<file path="config.mk">
export PLATFORM = sky130hd
export DESIGN_NAME = set_assoc_cache_lru_tags
export DESIGN_NICKNAME = d
export VERILOG_FILES = /design/src/rtl/sacl_pkg.sv /design/src/rtl/set_assoc_cache_lru_tags.sv /design/src/rtl/sacl_ram.sv /design/src/rtl/sacl_setidx.sv /design/src/rtl/sacl_tags.sv
export VERILOG_INCLUDE_DIRS = /design/src /design/src/rtl
export SDC_FILE = /design/constraint.sdc
export NUM_CORES = 1
export LEC_CHECK = 0
export BUFFER_PORTS_ARGS = -buffer_cell sky130_fd_sc_hd__buf_4
export CAP_MARGIN = 20
export CORE_MARGIN = 1
export CORE_UTILIZATION = 46
export DETAILED_ROUTE_END_ITERATION = 6
export GPL_TIMING_DRIVEN = 0
export PLACE_DENSITY = 0.61
export SYNTH_ARGS = -nofsm -noshare
export SYNTH_HDL_FRONTEND = slang
export SYNTH_SLANG_ARGS = --single-unit
</file>
<file path="constraint.sdc">
create_clock -name clk -period 12.2 [get_ports clk]
set_input_delay 2.44 -clock clk [delete_from_list [all_inputs] [get_ports clk]]
set_output_delay 2.44 -clock clk [all_outputs]
set_load 0.01 [all_outputs]
</file>
<file path="src/rtl/set_assoc_cache_lru_tags_assert.svh">
// Assertion macros shared by the cache tag store RTL.
// Depends on nothing; included by the modules that carry assertions.
`ifndef SET_ASSOC_CACHE_LRU_TAGS_ASSERT_SVH
`define SET_ASSOC_CACHE_LRU_TAGS_ASSERT_SVH

// Same-cycle implication, disabled while reset is asserted.
`define SACL_ASSERT_NOW(label, clk, rst_n, ante, cons) \
	label: assert property (@(posedge clk) disable iff (!rst_n) (ante) |-> (cons)) \
		else $error("cache tag store assertion failed");

// Next-cycle implication, disabled while reset is asserted.
`define SACL_ASSERT_NXT(label, clk, rst_n, ante, cons) \
	label: assert property (@(posedge clk) disable iff (!rst_n) (ante) |=> (cons)) \
		else $error("cache tag store assertion failed");

`endif

</file>
<file path="src/rtl/sacl_pkg.sv">
// Shared types for the set-associative cache tag store.
// Used by sacl_setidx, sacl_tags and set_assoc_cache_lru_tags.
`timescale 1ns / 1ps
`default_nettype none

package sacl_pkg;

	typedef enum logic [1:0] {
		MK_HIT      = 2'd0,
		MK_FILL     = 2'd1,
		MK_CONFLICT = 2'd2
	} miss_kind_t;

	typedef struct packed {
		logic en_s2;
		logic en_s3;
		logic en_s4;
		logic fire;
	} sacl_ctl_t;

	typedef struct packed {
		logic       hit;
		miss_kind_t kind;
	} sacl_look_t;

endpackage

`default_nettype wire

</file>
<file path="src/rtl/set_assoc_cache_lru_tags.sv">
// Top level of the set-associative cache tag store with LRU replacement.
// Depends on sacl_pkg, sacl_setidx, sacl_tags and the assert header.
//
// Channel   Direction  Handshake             Payload
// request   in         req_valid/req_stall   block_number
// result    out        res_valid/res_stall   set_index, hit, way_used, miss_kind,
//                                            evicted_block, hit/miss/conflict_count
//
// One request is accepted per cycle while req_stall is low; each result passes through
// three set index stages, the registered tag RAM read and the result register.
// After reset a clearing pass writes every set row; req_stall stays high during it.
// A stalled result holds its register; empty stages behind it keep filling.
`timescale 1ns / 1ps
`default_nettype none

`include "set_assoc_cache_lru_tags_assert.svh"

module set_assoc_cache_lru_tags #(
	parameter int SETS       = 4,
	parameter int WAYS       = 2,
	parameter int BLOCK_BITS = 16,
	parameter int COUNT_BITS = 32,
	localparam int SET_BITS  = (SETS > 1) ? $clog2(SETS) : 1,
	localparam int WAY_BITS  = (WAYS > 1) ? $clog2(WAYS) : 1
) (
	input  wire logic                    clk,
	input  wire logic                    arst_n,
	input  wire logic                    req_valid,
	output logic                         req_stall,
	input  wire logic [BLOCK_BITS-1:0]   block_number,
	output logic                         res_valid,
	input  wire logic                    res_stall,
	output logic      [SET_BITS-1:0]     set_index,
	output logic                         hit,
	output logic      [WAY_BITS-1:0]     way_used,
	output logic      [1:0]              miss_kind,
	output logic      [BLOCK_BITS-1:0]   evicted_block,
	output logic      [COUNT_BITS-1:0]   hit_count,
	output logic      [COUNT_BITS-1:0]   miss_count,
	output logic      [COUNT_BITS-1:0]   conflict_count
);

	logic                  valid_s1;
	logic                  valid_s2;
	logic                  valid_s3;
	logic                  valid_s4;
	logic                  res_valid_q;
	logic                  out_free;
	logic                  free_s1;
	logic                  free_s2;
	logic                  free_s3;
	logic                  free_s4;
	logic                  accept;
	logic                  clearing;
	logic [BLOCK_BITS-1:0] block_s1;
	logic [BLOCK_BITS-1:0] block_s4;
	logic [SET_BITS-1:0]   set_s4;
	logic [SET_BITS-1:0]   set_rd;
	logic [WAY_BITS-1:0]   way;
	logic [BLOCK_BITS-1:0] evicted;

	sacl_pkg::sacl_ctl_t   ctl;
	sacl_pkg::sacl_look_t  look;

	logic [SET_BITS-1:0]   set_index_q;
	logic                  hit_q;
	logic [WAY_BITS-1:0]   way_used_q;
	sacl_pkg::miss_kind_t  miss_kind_q;
	logic [BLOCK_BITS-1:0] evicted_q;

	assign out_free  = !res_valid_q || !res_stall;
	assign free_s4   = !valid_s4 || out_free;
	assign free_s3   = !valid_s3 || free_s4;
	assign free_s2   = !valid_s2 || free_s3;
	assign free_s1   = !valid_s1 || free_s2;
	assign req_stall = !free_s1 || clearing;
	assign accept    = req_valid && !req_stall;

	assign ctl.en_s2 = valid_s1 && free_s2;
	assign ctl.en_s3 = valid_s2 && free_s3;
	assign ctl.en_s4 = valid_s3 && free_s4;
	assign ctl.fire  = valid_s4 && out_free;

	always_ff @(posedge clk or negedge arst_n) begin
		if (!arst_n) begin
			valid_s1    <= 1'b0;
			valid_s2    <= 1'b0;
			valid_s3    <= 1'b0;
			valid_s4    <= 1'b0;
			res_valid_q <= 1'b0;
		end else begin
			if (free_s1) begin
				valid_s1 <= accept;
			end
			if (free_s2) begin
				valid_s2 <= valid_s1;
			end
			if (free_s3) begin
				valid_s3 <= valid_s2;
			end
			if (free_s4) begin
				valid_s4 <= valid_s3;
			end
			if (out_free) begin
				res_valid_q <= valid_s4;
			end
		end
	end

	always_ff @(posedge clk) begin
		if (accept) begin
			block_s1 <= block_number;
		end
	end

	sacl_setidx #(
		.SETS       (SETS),
		.BLOCK_BITS (BLOCK_BITS)
	) u_setidx (
		.clk      (clk),
		.ctl      (ctl),
		.block_s1 (block_s1),
		.block_s4 (block_s4),
		.set_s4   (set_s4),
		.set_rd   (set_rd)
	);

	sacl_tags #(
		.SETS       (SETS),
		.WAYS       (WAYS),
		.BLOCK_BITS (BLOCK_BITS),
		.COUNT_BITS (COUNT_BITS)
	) u_tags (
		.clk      (clk),
		.arst_n   (arst_n),
		.ctl      (ctl),
		.set_rd   (set_rd),
		.set_s4   (set_s4),
		.block_s4 (block_s4),
		.clearing (clearing),
		.look     (look),
		.way      (way),
		.evicted  (evicted),
		.hit_cnt  (hit_count),
		.miss_cnt (miss_count),
		.conf_cnt (conflict_count)
	);

	always_ff @(posedge clk) begin
		if (ctl.fire) begin
			set_index_q <= set_s4;
			hit_q       <= look.hit;
			way_used_q  <= way;
			miss_kind_q <= look.kind;
			evicted_q   <= evicted;
		end
	end

	assign res_valid     = res_valid_q;
	assign set_index     = set_index_q;
	assign hit           = hit_q;
	assign way_used      = way_used_q;
	assign miss_kind     = miss_kind_q;
	assign evicted_block = evicted_q;

	`SACL_ASSERT_NXT(a_fire_loads_result, clk, arst_n, ctl.fire, res_valid_q)
	`SACL_ASSERT_NOW(a_stall_while_clearing, clk, arst_n, clearing, req_stall && !valid_s1 && !valid_s4)

endmodule

`default_nettype wire

</file>
<file path="src/rtl/sacl_ram.sv">
// Generic single-write, single-read RAM with a registered read port.
// No dependencies.
`timescale 1ns / 1ps
`default_nettype none

module sacl_ram #(
	parameter int WIDTH = 8,
	parameter int DEPTH = 4,
	localparam int ADDR_BITS = (DEPTH > 1) ? $clog2(DEPTH) : 1
) (
	input  wire logic                   clk,
	input  wire logic                   wr_en,
	input  wire logic [ADDR_BITS-1:0]   wr_addr,
	input  wire logic [WIDTH-1:0]       wr_data,
	input  wire logic                   rd_en,
	input  wire logic [ADDR_BITS-1:0]   rd_addr,
	output logic      [WIDTH-1:0]       rd_data
);

	logic [WIDTH-1:0] mem_q [DEPTH];

	always_ff @(posedge clk) begin
		if (wr_en) begin
			mem_q[wr_addr] <= wr_data;
		end
	end

	always_ff @(posedge clk) begin
		if (rd_en) begin
			rd_data <= mem_q[rd_addr];
		end
	end

endmodule

`default_nettype wire

</file>
<file path="src/rtl/sacl_setidx.sv">
// Set index pipeline: block number modulo SETS over three stages.
// Depends on sacl_pkg for the stage control struct.
`timescale 1ns / 1ps
`default_nettype none

module sacl_setidx #(
	parameter int SETS       = 4,
	parameter int BLOCK_BITS = 16,
	localparam int SET_BITS  = (SETS > 1) ? $clog2(SETS) : 1
) (
	input  wire logic                    clk,
	input  wire sacl_pkg::sacl_ctl_t     ctl,
	input  wire logic [BLOCK_BITS-1:0]   block_s1,
	output logic      [BLOCK_BITS-1:0]   block_s4,
	output logic      [SET_BITS-1:0]     set_s4,
	output logic      [SET_BITS-1:0]     set_rd
);

	localparam int SUM_MAX  = BLOCK_BITS * (SETS - 1);
	localparam int SUM_BITS = (SUM_MAX > 0) ? $clog2(SUM_MAX + 1) : 1;
	localparam int K        = SUM_BITS + 11;
	localparam int MB       = K + 1;
	localparam int PB       = SUM_BITS + MB;
	localparam longint unsigned MREC = (64'd1 << K) / SETS;

	function automatic int wt(input int bit_i);
		int w;
		w = (SETS > 1) ? 1 : 0;
		for (int k = 0; k < bit_i; k++) begin
			w = 2 * w;
			if (w >= SETS) begin
				w = w - SETS;
			end
		end
		return w;
	endfunction

	logic [SUM_BITS-1:0]   term [BLOCK_BITS];
	logic [SUM_BITS-1:0]   sum_nxt;
	logic [BLOCK_BITS-1:0] block_s2;
	logic [SUM_BITS-1:0]   sum_s2;
	logic [PB-1:0]         prod;
	logic [BLOCK_BITS-1:0] block_s3;
	logic [SUM_BITS-1:0]   sum_s3;
	logic [SUM_BITS-1:0]   q_s3;
	logic [SUM_BITS-1:0]   qs;
	logic [SUM_BITS-1:0]   rem;
	logic [SUM_BITS-1:0]   rem_fix;

	for (genvar i = 0; i < BLOCK_BITS; i++) begin : g_term
		localparam int W = wt(i);
		assign term[i] = block_s1[i] ? SUM_BITS'(W) : '0;
	end

	always_comb begin
		sum_nxt = '0;
		for (int i = 0; i < BLOCK_BITS; i++) begin
			sum_nxt = sum_nxt + term[i];
		end
	end

	always_ff @(posedge clk) begin
		if (ctl.en_s2) begin
			block_s2 <= block_s1;
			sum_s2   <= sum_nxt;
		end
	end

	assign prod = PB'(sum_s2) * PB'(MREC);

	always_ff @(posedge clk) begin
		if (ctl.en_s3) begin
			block_s3 <= block_s2;
			sum_s3   <= sum_s2;
			q_s3     <= prod[K +: SUM_BITS];
		end
	end

	assign qs      = q_s3 * SUM_BITS'(SETS);
	assign rem     = sum_s3 - qs;
	assign rem_fix = (rem >= SUM_BITS'(SETS)) ? (rem - SUM_BITS'(SETS)) : rem;
	assign set_rd  = SET_BITS'(rem_fix);

	always_ff @(posedge clk) begin
		if (ctl.en_s4) begin
			block_s4 <= block_s3;
			set_s4   <= set_rd;
		end
	end

endmodule

`default_nettype wire

</file>
<file path="src/rtl/sacl_tags.sv">
// Tag store: set row RAM with clearing pass, way lookup, LRU rank update
// and saturating totals. Depends on sacl_pkg, sacl_ram and the assert header.
`timescale 1ns / 1ps
`default_nettype none

`include "set_assoc_cache_lru_tags_assert.svh"

module sacl_tags #(
	parameter int SETS       = 4,
	parameter int WAYS       = 2,
	parameter int BLOCK_BITS = 16,
	parameter int COUNT_BITS = 32,
	localparam int SET_BITS  = (SETS > 1) ? $clog2(SETS) : 1,
	localparam int WAY_BITS  = (WAYS > 1) ? $clog2(WAYS) : 1
) (
	input  wire logic                    clk,
	input  wire logic                    arst_n,
	input  wire sacl_pkg::sacl_ctl_t     ctl,
	input  wire logic [SET_BITS-1:0]     set_rd,
	input  wire logic [SET_BITS-1:0]     set_s4,
	input  wire logic [BLOCK_BITS-1:0]   block_s4,
	output logic                         clearing,
	output sacl_pkg::sacl_look_t         look,
	output logic      [WAY_BITS-1:0]     way,
	output logic      [BLOCK_BITS-1:0]   evicted,
	output logic      [COUNT_BITS-1:0]   hit_cnt,
	output logic      [COUNT_BITS-1:0]   miss_cnt,
	output logic      [COUNT_BITS-1:0]   conf_cnt
);

	localparam int RANK_BITS = (WAYS > 1) ? $clog2(WAYS) : 1;
	localparam int LINE_BITS = 1 + RANK_BITS + BLOCK_BITS;
	localparam int ROW_BITS  = WAYS * LINE_BITS;

	logic                  clr_q;
	logic [SET_BITS-1:0]   clr_idx_q;
	logic                  wr_en;
	logic [SET_BITS-1:0]   wr_addr;
	logic [ROW_BITS-1:0]   wr_data;
	logic [ROW_BITS-1:0]   rd_data;
	logic [ROW_BITS-1:0]   row;
	logic [ROW_BITS-1:0]   row_nxt;
	logic                  byp_q;
	logic [ROW_BITS-1:0]   byp_row_q;

	logic [WAYS-1:0]       vld;
	logic [RANK_BITS-1:0]  rank [WAYS];
	logic [BLOCK_BITS-1:0] tag  [WAYS];
	logic [WAYS-1:0]       match;

	logic                  hit_any;
	logic                  any_empty;
	logic [WAY_BITS-1:0]   hit_way;
	logic [WAY_BITS-1:0]   empty_way;
	logic [WAY_BITS-1:0]   lru_way;
	logic [WAY_BITS-1:0]   way_sel;
	logic [RANK_BITS:0]    old_rank;

	logic [COUNT_BITS-1:0] hits_q;
	logic [COUNT_BITS-1:0] misses_q;
	logic [COUNT_BITS-1:0] confs_q;

	always_ff @(posedge clk or negedge arst_n) begin
		if (!arst_n) begin
			clr_q     <= 1'b1;
			clr_idx_q <= '0;
		end else if (clr_q) begin
			if (clr_idx_q == SET_BITS'(SETS - 1)) begin
				clr_q <= 1'b0;
			end
			clr_idx_q <= clr_idx_q + 1'b1;
		end
	end

	assign clearing = clr_q;
	assign wr_en    = clr_q || ctl.fire;
	assign wr_addr  = clr_q ? clr_idx_q : set_s4;
	assign wr_data  = clr_q ? '0 : row_nxt;

	sacl_ram #(
		.WIDTH (ROW_BITS),
		.DEPTH (SETS)
	) u_ram (
		.clk     (clk),
		.wr_en   (wr_en),
		.wr_addr (wr_addr),
		.wr_data (wr_data),
		.rd_en   (ctl.en_s4),
		.rd_addr (set_rd),
		.rd_data (rd_data)
	);

	// A row written at the same edge it is read comes from the write data.
	always_ff @(posedge clk or negedge arst_n) begin
		if (!arst_n) begin
			byp_q <= 1'b0;
		end else if (ctl.en_s4) begin
			byp_q <= ctl.fire && (set_s4 == set_rd);
		end
	end

	always_ff @(posedge clk) begin
		if (ctl.en_s4) begin
			byp_row_q <= wr_data;
		end
	end

	assign row = byp_q ? byp_row_q : rd_data;

	for (genvar w = 0; w < WAYS; w++) begin : g_line
		assign vld[w]   = row[w * LINE_BITS + BLOCK_BITS + RANK_BITS];
		assign rank[w]  = row[w * LINE_BITS + BLOCK_BITS +: RANK_BITS];
		assign tag[w]   = row[w * LINE_BITS +: BLOCK_BITS];
		assign match[w] = vld[w] && (tag[w] == block_s4);
	end

	always_comb begin
		hit_way   = '0;
		empty_way = '0;
		lru_way   = '0;
		for (int w = WAYS - 1; w >= 0; w--) begin
			if (match[w]) begin
				hit_way = WAY_BITS'(w);
			end
			if (rank[w] == RANK_BITS'(WAYS - 1)) begin
				lru_way = WAY_BITS'(w);
			end
		end
		for (int w = 0; w < WAYS; w++) begin
			if (!vld[w]) begin
				empty_way = WAY_BITS'(w);
			end
		end
	end

	assign hit_any   = |match;
	assign any_empty = ~&vld;

	always_comb begin
		look.hit = hit_any;
		if (hit_any) begin
			way_sel   = hit_way;
			look.kind = sacl_pkg::MK_HIT;
		end else if (any_empty) begin
			way_sel   = empty_way;
			look.kind = sacl_pkg::MK_FILL;
		end else begin
			way_sel   = lru_way;
			look.kind = sacl_pkg::MK_CONFLICT;
		end
	end

	assign way     = way_sel;
	assign evicted = (look.kind == sacl_pkg::MK_CONFLICT) ? tag[lru_way] : '0;

	assign old_rank = vld[way_sel] ? {1'b0, rank[way_sel]} : (RANK_BITS + 1)'(WAYS);

	always_comb begin
		row_nxt = row;
		for (int w = 0; w < WAYS; w++) begin
			if (WAY_BITS'(w) == way_sel) begin
				row_nxt[w * LINE_BITS +: LINE_BITS] = {1'b1, {RANK_BITS{1'b0}}, block_s4};
			end else if (vld[w] && ({1'b0, rank[w]} < old_rank)) begin
				row_nxt[w * LINE_BITS + BLOCK_BITS +: RANK_BITS] = rank[w] + 1'b1;
			end
		end
	end

	always_ff @(posedge clk or negedge arst_n) begin
		if (!arst_n) begin
			hits_q   <= '0;
			misses_q <= '0;
			confs_q  <= '0;
		end else if (ctl.fire) begin
			if (hit_any) begin
				if (!(&hits_q)) begin
					hits_q <= hits_q + 1'b1;
				end
			end else begin
				if (!(&misses_q)) begin
					misses_q <= misses_q + 1'b1;
				end
				if (!any_empty && !(&confs_q)) begin
					confs_q <= confs_q + 1'b1;
				end
			end
		end
	end

	assign hit_cnt  = hits_q;
	assign miss_cnt = misses_q;
	assign conf_cnt = confs_q;

	`SACL_ASSERT_NOW(a_no_fire_while_clearing, clk, arst_n, clr_q, !ctl.fire && !ctl.en_s4)
	`SACL_ASSERT_NXT(a_hit_counts, clk, arst_n, ctl.fire && hit_any, (hits_q == $past(hits_q) + 1'b1) || (&$past(hits_q)))
	`SACL_ASSERT_NXT(a_miss_counts, clk, arst_n, ctl.fire && !hit_any, (misses_q == $past(misses_q) + 1'b1) || (&$past(misses_q)))

endmodule

`default_nettype wire
</file>
# Yosys cells after proc, flatten, opt, wreduce, memory -nomap -nowiden
# Memories as Yosys holds them, arrays and structs flattened. A register that Yosys moved wholly into a read port is not among the register bits.
# Cells that the tools add are included.
# totals
regBits	245
latch_bits	0
ramBits	144
rom_bits	0
input_bits	20
out_inout_bits	120
word_cells	122
memories	1
# memory_table
memory	words	word_bits	rd	rd_ports_with_merged_regs	wr	line_no	source
u_tags.u_ram.mem_q	4	36	1	1	1	sacl_ram.sv:20	logic [WIDTH-1:0] mem_q [DEPTH];
# op_classes
addsub	9
mul	0
n_div	0
order_cmp	6
eq_ne	5
shift	0
n_mux	36
n_bitwise	5
n_reduce_logical	35
# ops
operator	n
32-bit by 1-bit adder with 32-bit output, second input constant	3
32-bit AND reduction	3
16-bit 2-to-1 mux	5
36-bit 2-to-1 mux	2
16-bit == test	2
1-bit 2-to-1 mux	23
2-bit 2-to-1 mux	6
1-bit logical AND	11
1-bit zero test	9
3-bit AND reduction	3
1-bit logical OR	7
6-bit adder	1
6-bit by 3-bit greater-or-equal comparator with 1-bit output, second input constant	1
6-bit subtractor	1
2-bit == test, second input constant	2
2-bit greater-or-equal comparator, second input constant	2
1-bit by 2-bit less-than comparator with 1-bit output	2
1-bit inverter with 2-bit output	2
1-bit inverter	3
1-bit adder, second input constant	2
2-bit by 1-bit adder with 2-bit output, second input constant	1
2-bit == test	1
1-bit by 2-bit less-than comparator with 1-bit output, second input constant	1
2-bit AND reduction	1
2 further kinds	2

# Depth between registers and ports, before layout
# logic_depth
ltp_word	16
ltp_mapped	13
mapped_depth_nobuf	8

# Hierarchy
# A second synthesis with hierarchy kept.
# unflattened
cells_unflattened	1048
area_unflattened_um2	16837.4
# modules_own_cells
mod	n_inst	cells_each	area_per_inst_um2	seq_area_each_um2
sacl_tags	1	709	7632.3	3584.7
sacl_ram	1	228	6361.1	5405.2
sacl_setidx	1	52	1471.4	1441.4
set_assoc_cache_lru_tags	1	59	1372.6	1266.2

# Worst setup path after synthesis
# No wires, ideal clock.
# synth_timing
kind	input-to-reg
from	input res_stall
to	memory u_tags.u_ram.mem_q[1][0] (netlist name), enable pin
arrival_ns	5.883
required_ns	11.714
setup_slack_ns	5.831
path_stages	5
cell_sequence	nand2_1 -> nand2_1 -> clkinv_1 -> nand2_1 -> o32ai_1
# synth_lines
element	line_no	source
start: declaration	set_assoc_cache_lru_tags.sv:32	input wire logic res_stall,
end: declaration	sacl_ram.sv:20	

# Final worst setup path
# layout_timing
from	input res_stall
to	output req_stall
# layout_via
elab_chain_cells	8
# layout_rtl
element	line_no	source
1-bit zero test	set_assoc_cache_lru_tags.sv:71	assign out_free = !res_valid_q || !res_stall;
1-bit logical OR	set_assoc_cache_lru_tags.sv:71	
1-bit logical OR	set_assoc_cache_lru_tags.sv:72	assign free_s4 = !valid_s4 || out_free;
1-bit logical OR	set_assoc_cache_lru_tags.sv:73	assign free_s3 = !valid_s3 || free_s4;
1-bit logical OR	set_assoc_cache_lru_tags.sv:74	assign free_s2 = !valid_s2 || free_s3;
1-bit logical OR	set_assoc_cache_lru_tags.sv:75	assign free_s1 = !valid_s1 || free_s2;
1-bit zero test	set_assoc_cache_lru_tags.sv:76	assign req_stall = !free_s1 || clearing;
1-bit logical OR	set_assoc_cache_lru_tags.sv:76	
end: declaration	set_assoc_cache_lru_tags.sv:29	output logic req_stall,
# No other way between the ends.

==> flow_summary.yaml <==
pwr:
  pwr-share-seq_pct: 48.8
  combinationalPowerShare_pct: 17.6
  swShare_pct: 26.2
  leakage_nw: 7.36
  clock_power_share_pct: 33.7
  peakVddDrop_mv: 0.119
  power.density_nw_per_um2: 193
  switchingPower_mw: 0.996
  p_int_mw: 2.81
sta:
  setup_violations: 0
  hold_violations: 0
  tightest_slew_ns: 0.994
  max_freq_ghz: 0.181
  worst_slack_ns: 6.68
  min_period_ns: 5.52
  finalSetupTns_ns: 0
  period_share_pct: 45.3
  drv_slew: 0
  fin_skew_ns: 0.0135
  max_slew_margin_pct: 33.8
  rsz0062_at_grt: "no"
global_route:
  use_met2_pct: 32.6
  gr-usage-met3_pct: 3.25
  antenna_found_initial: 0
  use_met1_pct: 27.9
  grt_overflow: 0
  grt_pass1_wl_mm: 55.0
  grt_max_degree: 59
  grt_pass1_vias: 9550
  grt_busiest_layer: "met2"
  grt_usage_pct: 20.0
clock_network:
  root_buffer: "clkbuf_16"
  cts_tree: "done"
  post_cts_buffers: 0
  clock_latency_ns: 0.54
  clk_pin_slew_ns: 0.06
  numCtsBuffers: 43
  clockBufferDepth: 3
  cts_resized: 0
  cts_sinks: 407
  cts_htree_levels: 2
  holdBufCountCts: 0
drt:
  dr.pass1.iters: 5
  vias: 9304
  vias_per_cell: 5.44
  drc: 0
  wl_per_cell_um: 20.7
  antenna_left: 0
  wl_mm: 35.3
  initialDrtViolationCount: 721
floorplan:
  ios: 140
  coreArea_um2: 34900
  die_y_um: 191
  die_area_um2: 36600
  die_w_um: 191
  rows: 68
  start_util_pct: 47.2
synth:
  ys_seq_area_share_pct: 71.0
  async_reset_ff_share_pct: 25.8
  synth_area_leaders: "edfxtp_1, dfrtp_1, mux4_2"
  syn_avg_cell_area_um2: 16.1
  syn_area_um2: 16500
  yosys-top-cells-count: "edfxtp_1, dfrtp_1, xnor2_1, nor2_1, nand2_1"
  synth_ff_type: "edfxtp_1"
  post-synth-top-area-fraction_pct: 55.0
  ys_warn_count: 0
  ys_ff_latch: 407
  synth.most_common_cell: "edfxtp_1"
  syn_inst: 1026
  ys_types: 50
  syn-num-nets: 1050
  synth_top_area_cell: "edfxtp_1"
  synth_edf_count: 302
placed_design:
  hpwlAfterDp_mm: 23.7
  place_congestion: 0.787
  numPortBuffers: 139
  dp_slack_ns: 6.68
  placed_cells: 1630
critical_path:
  cp_data_required_time_ns: 9.76
  worstSetupStartpointType: "input port"
  crit_fanout: 3
  end_kind: "output pin"
  crit_type: "input port to output pin"
  cp_data_arrival_time_ns: 3.08
layout:
  num-fill-cells: 2821
  drive_gt1_share_pct: 23.6
  area_growth_pct: 19.9
  layout.nets: 1245
  multi_input_area_um2: 4550
  instances_no_fill: 1709
  n_antenna_cell: 0
  seq_area_um2: 11700
run_status:
  outcome: "finished, final reports clean"
run:
  cap_violations: 0
min_path:
  hold_class: "flop to flop"
per-layer routing:
layer	up-vias	wire (um)
met5	-	0
met4	0	758
met3	56	2090
met2	263	17200
met1	4715	15200
li1	4270	-
metrics by stage:
stage                     area, um2  utilization (%)  power [mW]  hold WS [ns]
after detailed placement      18300             52.6        2.55         0.405
after global placement        18100             51.9        2.53         0.401
after CTS                     19700             56.6        3.85         0.416
final                         19800             56.6        3.81         0.412
after floorplan               16500                -        2.27         0.400
after global routing          19800             56.6        3.97         0.421
power by group through the flow:
| stage | Clock (mW) | Sequential, mW | Combinational (mW) |
|---|---|---|---|
| after floorplan | 0 | 1.88 | 0.395 |
| after global placement | 0 | 1.89 | 0.637 |
| after detailed placement | 0 | 1.88 | 0.670 |
| after CTS | 1.32 | 1.86 | 0.673 |
| after global routing | 1.37 | 1.88 | 0.723 |
| final | 1.28 | 1.86 | 0.668 |
cell type report:
cell class,count,share of cell area [%]
Sequential cell,407,59.2
Multi-Input combinational cell,559,23.0
Timing Repair Buffer,150,6.36
Clock buffer,62,6.12
Tap cell,455,2.88
Buffer,43,1.06
Clock inverter,16,0.994
Inverter,17,0.336
logic make-up (layout without fill, tap and decap cells):
family | count (synthesis) | in the layout | synth area share, %
flops | 407 | 407 | 71.0
xor+xnor | 126 | 126 | 6.70
simple gates | 276 | 276 | 8.67
mux | 98 | 98 | 9.24
compound gates | 55 | 55 | 2.47
buf+inv | 60 | 288 | 1.65
fa+ha+maj | 4 | 4 | 0.304
final timing paths:
path | start | endpoint | slack (ns) | cells past startpoint
worst max-delay path | res_stall | req_stall | 6.68 | 5
min in group asynchronous | arst_n | u_tags.miss_cnt[24] | 1.93 | 1
worst min register to register | block_s1[3] | u_setidx.block_s2[3] | 0.41 | 0
worst min-delay path | block_s1[3] | u_setidx.block_s2[3] | 0.41 | 0
max in group asynchronous | arst_n | u_tags.hit_cnt[9] | 9.55 | 2
worst max register to register | u_tags.byp_q | evicted_block[4] | 7.79 | 11
sequential cells by signal, summed over array words and instances, names as in the netlist, 2 cells and up:
name and count:
miss_kind 2, set_index 2, u_setidx.block_s2 16, u_tags.hit_cnt 32
u_tags.clr_idx_q 2, u_tags.u_ram.mem_q 144, u_tags.u_ram.rd_data 36, u_tags.miss_cnt 32
evicted_block 16, u_setidx.block_s3 16, u_setidx.block_s4 16, u_tags.conf_cnt 32
block_s1 16, u_tags.byp_row_q 36
cell usage in the layout (no fill, tap or decap), types with 4 or more instances in the layout:
cell       count
edfxtp_1     302
buf_4        143
dfrtp_1      104
xnor2_1      100
nor2_1        65
nand2_1       48
nand3_1       44
clkbuf_16     44
mux4_2        41
mux2i_1       37
clkbuf_1      34
nand4_1       33
a211oi_1      27
xor2_1        26
and3_1        23
mux2_2        17
inv_1         15
buf_2         11
nor2b_1       11
and4_1        11
and2_1        10
nor3_1         9
o21ai_0        8
nand2b_1       6
nor4_1         6
buf_1          6
clkinv_1       5
buf_6          4
a21oi_1        4
ha_1           4
clkbuf_8       4
clkinv_2       4
bufinv_16      4
buf_16         4
critical path, cell delays in order:
cell      delay (ns)
buf_4           0.09
and3_1          0.19
nand4_1         0.12
nand2b_1        0.12
buf_4           0.13
Power figures use the tool's default switching activity.
